**config.mk**
```make
export PLATFORM = sky130hd
export DESIGN_NAME = ipv4rx_hdr_eval
export DESIGN_NICKNAME = d
export VERILOG_FILES = /design/src/rtl/ipv4rx_pkg.sv /design/src/rtl/ipv4rx_hdr_eval.sv
export SDC_FILE = /design/constraint.sdc
export NUM_CORES = 1
export LEC_CHECK = 0
export BUFFER_PORTS_ARGS = -buffer_cell sky130_fd_sc_hd__buf_2
export CAP_MARGIN = 25
export CORE_MARGIN = 2
export CORE_UTILIZATION = 61
export CTS_CLUSTER_DIAMETER = 150
export DETAILED_ROUTE_END_ITERATION = 8
export PLACE_DENSITY = 0.88
export SETUP_SLACK_MARGIN = 0.02
export SLEW_MARGIN = 10
export SYNTH_ARGS = -nofsm -noshare
export SYNTH_HDL_FRONTEND = slang
export SYNTH_SLANG_ARGS = --single-unit
```
**constraint.sdc**
```tcl
create_clock -name i_clk -period 10.2 [get_ports i_clk]
set_input_delay 1.53 -clock i_clk [delete_from_list [all_inputs] [get_ports i_clk]]
set_output_delay 1.53 -clock i_clk [all_outputs]
set_load 0.005 [all_outputs]
```
**src/rtl/ipv4rx_pkg.sv**
```systemverilog
// Package for the IPv4 receive header checker.
// Holds the header layout, protocol numbers, verdict codes and the result record.
// No dependencies.
package ipv4rx_pkg;

    localparam int HEADER_BYTES = 20;

    localparam logic [15:0] HDR_LEN      = 16'(HEADER_BYTES);
    localparam logic [15:0] IDX_VERSION  = 16'd0;
    localparam logic [15:0] IDX_LEN_HI   = 16'd2;
    localparam logic [15:0] IDX_LEN_LO   = 16'd3;
    localparam logic [15:0] IDX_PROTO    = 16'd9;
    localparam logic [15:0] IDX_CHECK_HI = 16'd10;
    localparam logic [15:0] IDX_CHECK_LO = 16'd11;
    localparam logic [15:0] IDX_SRC_LO   = 16'd12;
    localparam logic [15:0] IDX_SRC_HI   = 16'd15;
    localparam logic [15:0] IDX_DST_LO   = 16'd16;
    localparam logic [15:0] COUNT_MAX    = 16'hFFFF;

    localparam logic [3:0] IP_VERSION_4 = 4'd4;

    localparam logic [7:0] PROTO_ICMP = 8'd1;
    localparam logic [7:0] PROTO_TCP  = 8'd6;
    localparam logic [7:0] PROTO_UDP  = 8'd17;

    localparam logic REG_LOCAL_ADDRESS = 1'b0;

    typedef enum logic [2:0] {
        VERDICT_ACCEPT    = 3'd0,
        VERDICT_SHORT     = 3'd1,
        VERDICT_VERSION   = 3'd2,
        VERDICT_CHECKSUM  = 3'd3,
        VERDICT_LENGTH    = 3'd4,
        VERDICT_NOT_LOCAL = 3'd5
    } t_verdict;

    typedef enum logic [1:0] {
        CLASS_ICMP  = 2'd0,
        CLASS_TCP   = 2'd1,
        CLASS_UDP   = 2'd2,
        CLASS_OTHER = 2'd3
    } t_proto_class;

    typedef struct packed {
        t_verdict     verdict;
        t_proto_class protocol_class;
        logic [7:0]   protocol_number;
        logic [31:0]  source_address;
        logic [15:0]  payload_length;
    } t_result;

endpackage

```
**src/rtl/ipv4rx_hdr_eval.sv**
```systemverilog
// Per-packet header state and verdict logic of the IPv4 receive header checker.
// Depends on ipv4rx_pkg.
module ipv4rx_hdr_eval (
    input  logic                i_clk,
    input  logic                i_rst_n,
    input  logic                i_step,
    input  logic [7:0]          i_data_byte,
    input  logic                i_last,
    input  logic [31:0]         i_local_address,
    output ipv4rx_pkg::t_result o_result
);
    import ipv4rx_pkg::*;

    logic [15:0] r_count, n_count;
    logic [19:0] r_sum, n_sum;
    logic [15:0] r_check, n_check;
    logic [3:0]  r_version, n_version;
    logic [15:0] r_total_len, n_total_len;
    logic [7:0]  r_proto, n_proto;
    logic [31:0] r_src, n_src;
    logic [31:0] r_dst, n_dst;

    logic [16:0] fold_1;
    logic [15:0] fold_2;
    logic [15:0] expect_check;

    always_comb begin
        n_sum       = r_sum;
        n_check     = r_check;
        n_version   = r_version;
        n_total_len = r_total_len;
        n_proto     = r_proto;
        n_src       = r_src;
        n_dst       = r_dst;
        if (r_count < HDR_LEN) begin
            if (r_count != IDX_CHECK_HI && r_count != IDX_CHECK_LO) begin
                n_sum = r_sum + (r_count[0] ? {12'b0, i_data_byte}
                                            : {4'b0, i_data_byte, 8'b0});
            end
            if (r_count == IDX_VERSION) begin
                n_version = i_data_byte[7:4];
            end else if (r_count == IDX_LEN_HI || r_count == IDX_LEN_LO) begin
                n_total_len = {r_total_len[7:0], i_data_byte};
            end else if (r_count == IDX_PROTO) begin
                n_proto = i_data_byte;
            end else if (r_count == IDX_CHECK_HI || r_count == IDX_CHECK_LO) begin
                n_check = {r_check[7:0], i_data_byte};
            end else if (r_count >= IDX_SRC_LO && r_count <= IDX_SRC_HI) begin
                n_src = {r_src[23:0], i_data_byte};
            end else if (r_count >= IDX_DST_LO) begin
                n_dst = {r_dst[23:0], i_data_byte};
            end
        end
        n_count = (r_count != COUNT_MAX) ? r_count + 16'd1 : r_count;
    end

    // two folds bring a 20-bit sum of nine words into 16 bits
    always_comb begin
        fold_1       = {1'b0, n_sum[15:0]} + {13'b0, n_sum[19:16]};
        fold_2       = fold_1[15:0] + {15'b0, fold_1[16]};
        expect_check = ~fold_2;
    end

    always_comb begin
        o_result.protocol_number = n_proto;
        o_result.source_address  = n_src;
        o_result.payload_length  = 16'd0;
        if (n_count < HDR_LEN) begin
            o_result.verdict = VERDICT_SHORT;
        end else if (n_version != IP_VERSION_4) begin
            o_result.verdict = VERDICT_VERSION;
        end else if (expect_check != n_check) begin
            o_result.verdict = VERDICT_CHECKSUM;
        end else if (n_total_len > n_count || n_total_len < HDR_LEN) begin
            o_result.verdict = VERDICT_LENGTH;
        end else if (n_dst != i_local_address) begin
            o_result.verdict = VERDICT_NOT_LOCAL;
        end else begin
            o_result.verdict        = VERDICT_ACCEPT;
            o_result.payload_length = n_total_len - HDR_LEN;
        end
        case (n_proto)
            PROTO_ICMP: o_result.protocol_class = CLASS_ICMP;
            PROTO_TCP:  o_result.protocol_class = CLASS_TCP;
            PROTO_UDP:  o_result.protocol_class = CLASS_UDP;
            default:    o_result.protocol_class = CLASS_OTHER;
        endcase
    end

    always_ff @(posedge i_clk) begin
        if (!i_rst_n || (i_step && i_last)) begin
            r_count     <= '0;
            r_sum       <= '0;
            r_check     <= '0;
            r_version   <= '0;
            r_total_len <= '0;
            r_proto     <= '0;
            r_src       <= '0;
            r_dst       <= '0;
        end else if (i_step) begin
            r_count     <= n_count;
            r_sum       <= n_sum;
            r_check     <= n_check;
            r_version   <= n_version;
            r_total_len <= n_total_len;
            r_proto     <= n_proto;
            r_src       <= n_src;
            r_dst       <= n_dst;
        end
    end
endmodule

```
==> results.py, run 1 <==
metrics = {
    "status": {
        "status": "completed",
    },
    "global_routing": {
        "met2_usage": 0.501,
        "grtUsageTotal": 0.325,
        "grt_pass1_wl_mm": 48.1,
        "first_global_vias": 9545,
        "grtUsageMet3": 0.0659,
        "met1_usage": 0.426,
        "antenna_found_initial": 0,
        "overflow": 0,
        "globalRoute.busiestLayer": "met2",
        "grt_max_degree": 77,
    },
    "cells_and_area": {
        "seq_area_um2": 2880,
        "final_util": 0.693,
        "area_delta_synth_final_pct": 11.3,
        "fill_cells": 1291,
        "nets": 1480,
        "multi_input_area_um2": 7380,
        "n_antenna_cell": 0,
        "drive_above_1_share": 0.172,
    },
    "sta": {
        "rsz0062_at_grt": "false",
        "relSlewSlack": 0.306,
        "fin_crit_sh": 0.946,
        "finalSetupViolations": 0,
        "hold_violations": 0,
        "layout_min_cycle_time_ns": 9.65,
        "max_slew.worst_pin.slew_ns": 1.03,
        "timing.hold.ws_ns": 0.454,
        "slew_violations": 0,
        "fin_skew_ns": 0.00907,
        "setup_tns_ns": 0,
        "fmax_mhz": 104,
    },
    "worst_setup_path": {
        "cp_slowest_stage_delay_ns": 0.45,
        "critical_path.slowest_cell": "fa_1",
        "startpoint_type": "input port",
        "reg2reg_depth": 7,
        "rrSetupSlack_ns": 6.25,
        "crit_type": "input port to output port",
        "cp.arrival_ns": 8.12,
        "r2r-start": "r_count[0]",
        "rr_endpoint": "r_check[4]",
        "cp_data_required_time_ns": 8.67,
        "endpoint_kind": "output port",
        "critPathMaxFanout": 16,
    },
    "synthesis": {
        "ys.flop_type": "dfxtp_1",
        "synth_seq_area_share": 0.269,
        "yosysWarnings": 0,
        "synth_edf_count": 0,
        "yosysUniqueCellTypes": 88,
        "syn_inst": 1338,
        "syn_area_per_cell_um2": 8.02,
        "synth_nets": 1427,
        "netlist_area_um2": 10700,
        "synth-seq-cells": 144,
        "synthArstFlopShare": 0,
    },
    "floorplanning": {
        "io_pins": 105,
        "fp.dieH_um": 137,
        "die_w_um": 137,
        "initial_utilization": 0.623,
        "dieArea_um2": 18700,
        "rows": 48,
        "core_area_um2": 17200,
    },
    "clock_network": {
        "root_buffer": "clkbuf_16",
        "clock_path_buffers": 2,
        "cts_tree": "yes",
        "post_cts_buffers": 0,
        "cts_buffers": 17,
        "path_clk_slew_ns": 0.07,
        "clkLatencyLatePin_ns": 0.44,
        "h-tree-depth": 4,
        "cts.sink_count": 144,
    },
    "drt": {
        "viasPerCell": 6.32,
        "routed_wl_mm": 30.3,
        "wl_per_cell_um": 18.6,
        "ant_nets": 0,
        "via_count": 10300,
        "firstDrtPassIters": 6,
        "drc": 0,
        "drtIter0Drc": 1069,
    },
    "power": {
        "combinationalPowerShare": 0.211,
        "p_leak_nw": 5.10,
        "ir_worst_vdd_uv": 124,
        "switching_share": 0.318,
        "pwr-share-clk": 0.416,
        "p_per_area_nw_per_um2": 132,
        "p_int_mw": 1.07,
        "power_switching_mw": 0.499,
        "pwr-share-seq": 0.373,
    },
    "job": {
        "max-cap-violations": 0,
    },
    "hold_path": {
        "holdCritPathClass": "flip-flop to flip-flop",
        "hold_start": "r_check[10]",
        "holdPathStages": 2,
        "whs_endpoint": "r_check[10]",
    },
    "placement": {
        "io_buffers": 104,
        "dp_hpwl_mm": 20.8,
        "place_congestion": 1.00,
    },
}
[what timing repair did]
item | in CTS | in global routing
hold buffers | 0 | 0
setup endpoints to repair | 0 | 19
resized for setup | 0 | 6
[registers in the layout (all words and copies together), names as in the netlist]
register,count
r_count,16
r_total_len,16
r_check,16
r_version,4
r_proto,8
r_src,32
r_dst,32
r_sum,20
[worst max path at each step]
stage | startpoint | end | depth (start not counted)
6_report | i_data_byte[0] | o_result[10] | 34
5_1_grt | i_data_byte[0] | o_result[10] | 34
4_1_cts | i_data_byte[0] | o_result[10] | 33
3_5_place_dp | i_data_byte[0] | o_result[10] | 33
3_3_place_gp | i_data_byte[0] | o_result[10] | 33
2_1_floorplan | i_data_byte[6] | o_result[14] | 34
[cell type report]
type,count,share of cell area
clock buffer,17,0.0356
clock inverter,14,0.0147
inverter,34,0.0107
multi-input combinational,1070,0.618
sequential,144,0.241
tap,225,0.0236
timing repair buffer,124,0.0564
[cell usage after synthesis (8+ instances only)]
master,number,area [um^2]
buf_1,8,30.0
nor2b_1,15,93.8
nand3_1,44,220
xor2_1,36,315
buf_2,11,55.1
a21oi_1,95,475
mux2_2,41,462
clkbuf_1,64,240
nand2b_1,10,62.6
a21o_1,13,97.6
mux2i_1,100,1000
and3_1,14,87.6
o211ai_1,10,75.1
nand2_1,150,563
inv_1,34,128
dfxtp_1,144,2880
and2_1,11,68.8
a211oi_1,37,278
nor4_1,16,100
or3_1,10,62.6
ha_1,43,538
xnor2_1,69,604
nor2_1,147,552
o21ai_0,28,140
nand4_1,26,163
o21a_1,10,75.1
nor3_1,24,120
[placed cells by master, fill, tap and decap left out, types with 7 or more instances in the layout]
master     synthesis  routed
nor3_1            24      23
mux2_2            41      41
a211oi_1          37      37
nor2_2             5       7
nand2b_1          10      10
nor2_1           147     145
nor4_1            16      15
buf_4              4      21
and3_1            14      14
inv_1             34      34
a21o_1            13      13
and2_1            11      12
dfxtp_1          144     144
o211ai_1          10      10
nand4_1           26      26
xor2_1            36      36
nor2b_1           15      15
o21ai_0           28      28
buf_2             11     103
o21a_1            10      10
mux2i_1          100      99
xnor2_1           69      69
or3_1             10      10
nand2_1          150     149
clkbuf_16          0      17
ha_1              43      42
a21oi_1           95      95
nand3_1           44      44
[cell families (layout without fill, tap and decap cells)]
kind of cell	count (synthesis)	count (layout)	share of synthesized area
DFF	144	144	0.269
AOI/OAI and AO/OA	260	260	0.165
muxes	141	141	0.136
and+or+nand+nor	518	518	0.240
xor gates and xnor gates	106	106	0.0878
adders and majority gates	45	45	0.0539
buffers and inverters	124	189	0.0485
[worst max-delay path, delay by kind of cell]
kind                       cells  cell delay (ns)
AOI/OAI and AO/OA              9             1.72
adders and majority gates      5             1.48
buffers and inverters          5             0.91
and+or+nand+nor               11             1.61
xor gates and xnor gates       3             0.50
muxes                          1             0.35
[routing by layer]
metal,vias to the layer above,part of all wire
li1,4867,-
met1,4782,0.41
met2,525,0.45
met3,120,0.085
met4,0,0.048
met5,-,0
[power by group through the flow]
stage                     clock network (mW)  registers, mW  logic [mW]
final                                  0.654          0.587       0.331
after global routing                   0.675          0.588       0.357
after CTS                              0.655          0.586       0.322
after detailed placement                   0          0.599       0.317
after global placement                     0          0.598       0.312
after floorplan                            0          0.594       0.240
[metrics by stage]
| step | area [um^2] | instances | setup WS (ns) | total power [mW] |
|---|---|---|---|---|
| floorplan | 10700 | 1338 | 1.23 | 0.833 |
| global placement | 11300 | 1597 | 0.653 | 0.910 |
| detailed placement | 11300 | 1597 | 0.431 | 0.916 |
| CTS | 11900 | 1628 | 0.347 | 1.56 |
| global route | 11900 | 1628 | 0.0279 | 1.62 |
| finish | 11900 | 1628 | 0.551 | 1.57 |
(Power assumes the default switching activity.)
==> inputs of run 2 (changes only) <==
==> constraint.sdc (replaced) <==
create_clock -name i_clk -period 10.2 [get_ports i_clk]
set_input_delay 1.02 -clock i_clk [delete_from_list [all_inputs] [get_ports i_clk]]
set_output_delay 1.02 -clock i_clk [all_outputs]
set_load 0.005 [all_outputs]
==> results.py, run 2 (synthesized netlist as in run 1, its figures left out) <==
metrics = {
    "floorplanning": {
        "core_area_um2": 17200,
        "dieArea_um2": 18700,
        "rows": 48,
        "die_w_um": 137,
        "io_pins": 105,
        "fp.dieH_um": 137,
        "initial_utilization": 0.623,
    },
    "global_routing": {
        "first_global_vias": 9625,
        "grt_max_degree": 84,
        "antenna_found_initial": 0,
        "overflow": 0,
        "grt_pass1_wl_mm": 48.3,
        "grtUsageTotal": 0.326,
    },
    "hold_path": {
        "holdPathStages": 2,
        "hold_start": "r_version[3]",
        "holdCritPathClass": "flip-flop to flip-flop",
        "whs_endpoint": "r_version[3]",
    },
    "sta": {
        "fin_skew_ns": 0.00891,
        "timing.hold.ws_ns": 0.453,
        "hold_violations": 0,
        "fmax_mhz": 111,
        "fin_crit_sh": 0.881,
        "layout_min_cycle_time_ns": 8.99,
        "fin_ws_ns": 1.21,
        "slew_violations": 0,
        "rsz0062_at_grt": "false",
        "relSlewSlack": 0.309,
        "max_slew.worst_pin.slew_ns": 1.03,
        "setup_tns_ns": 0,
        "finalSetupViolations": 0,
    },
    "cells_and_area": {
        "fin_area_um2": 11800,
        "mostFrequentLayoutCell": "nand2_1",
        "final_util": 0.687,
        "instances_no_fill": 1625,
        "final_cell_mix": "nand2_1 (149), nor2_1 (146), dfxtp_1 (144)",
        "reg_top3": "r_dst: 32 flops, r_src: 32 flops, r_sum: 20 flops",
        "nets": 1475,
        "area_delta_synth_final_pct": 10.3,
        "drive_above_1_share": 0.166,
    },
    "power": {
        "ir_worst_vdd_uv": 115,
        "finalPower_mw": 1.51,
        "p_per_area_nw_per_um2": 127,
        "p_leak_nw": 5.05,
    },
    "drt": {
        "viasPerCell": 6.36,
        "drc": 0,
        "routed_wl_mm": 30.4,
        "firstDrtPassIters": 6,
        "wl_per_cell_um": 18.7,
        "drtIter0Drc": 1058,
        "via_count": 10300,
        "ant_nets": 0,
    },
    "worst_setup_path": {
        "critPathMaxFanout": 16,
        "reg2reg_depth": 7,
        "rrSetupSlack_ns": 6.27,
        "critical_path.slowest_cell": "a221oi_2",
        "endpoint_kind": "output port",
        "cpLargestDelayFamily": "compound AO/OA/AOI/OAI gates",
        "path_buf_inv": 3,
        "r2r-start": "r_count[0]",
        "cp_slowest_stage_delay_ns": 0.57,
        "startpoint_type": "input port",
        "cp.arrival_ns": 7.97,
        "rr_endpoint": "r_check[8]",
        "crit_type": "input port to output port",
        "worst-path-stages": 31,
        "cp_data_required_time_ns": 9.18,
    },
    "clock_network": {
        "cts-resized-gates": 0,
        "h-tree-depth": 4,
        "cts_buffers": 17,
        "clkLatencyLatePin_ns": 0.43,
        "clock_path_buffers": 2,
        "cts.sink_count": 144,
        "cts_tree": "yes",
        "cts_hold_buf": 0,
        "root_buffer": "clkbuf_16",
        "post_cts_buffers": 0,
        "path_clk_slew_ns": 0.06,
    },
    "placement": {
        "io_buffers": 104,
        "dpl_worst_slack_ns": 1.43,
        "dp_hpwl_mm": 21.0,
        "place_congestion": 0.979,
        "dp.cells": 1592,
        "dpl_cell_area_um2": 11300,
    },
    "status": {
        "status": "completed",
    },
    "job": {
        "max-cap-violations": 0,
    },
}
## run 2: worst max-delay path by stage
| stage | endpoint | start |
|---|---|---|
| global placement | o_result[10] | i_data_byte[7] |
| finish | o_result[10] | i_data_byte[7] |
| detailed placement | o_result[10] | i_data_byte[7] |
| CTS | o_result[10] | i_data_byte[4] |
| global route | o_result[10] | r_count[0] |
| floorplan | o_result[14] | i_data_byte[6] |
## run 2: cell type report
cell class,count,area (um^2)
Clock buffer,19,443
Timing Repair Buffer,119,636
Tap cell,225,282
Fill cell,1332,5400
Inverter,34,128
Antenna cell,1,2.50
Clock inverter,13,103
Multi-Input combinational cell,1070,7360
Sequential cell,144,2880
## run 2: tightest hold or removal path, stage by stage, from the launching register on
cell	delay (ns)
dfxtp_1	0.31
nand2_1	0.05
a21oi_1	0.05
## run 2: routing by layer
metal  global-route usage  wire length [um]
met2                0.513             13900
met5                    0                 0
met1                0.435             12700
met3               0.0593              2640
met4                0.149              1120
## run 2: power breakdown
group / switching (mW) / internal (mW) / total [mW]
combinational: 0.201 / 0.128 / 0.329
clock: 0.267 / 0.322 / 0.589
sequential: 0.0134 / 0.574 / 0.587
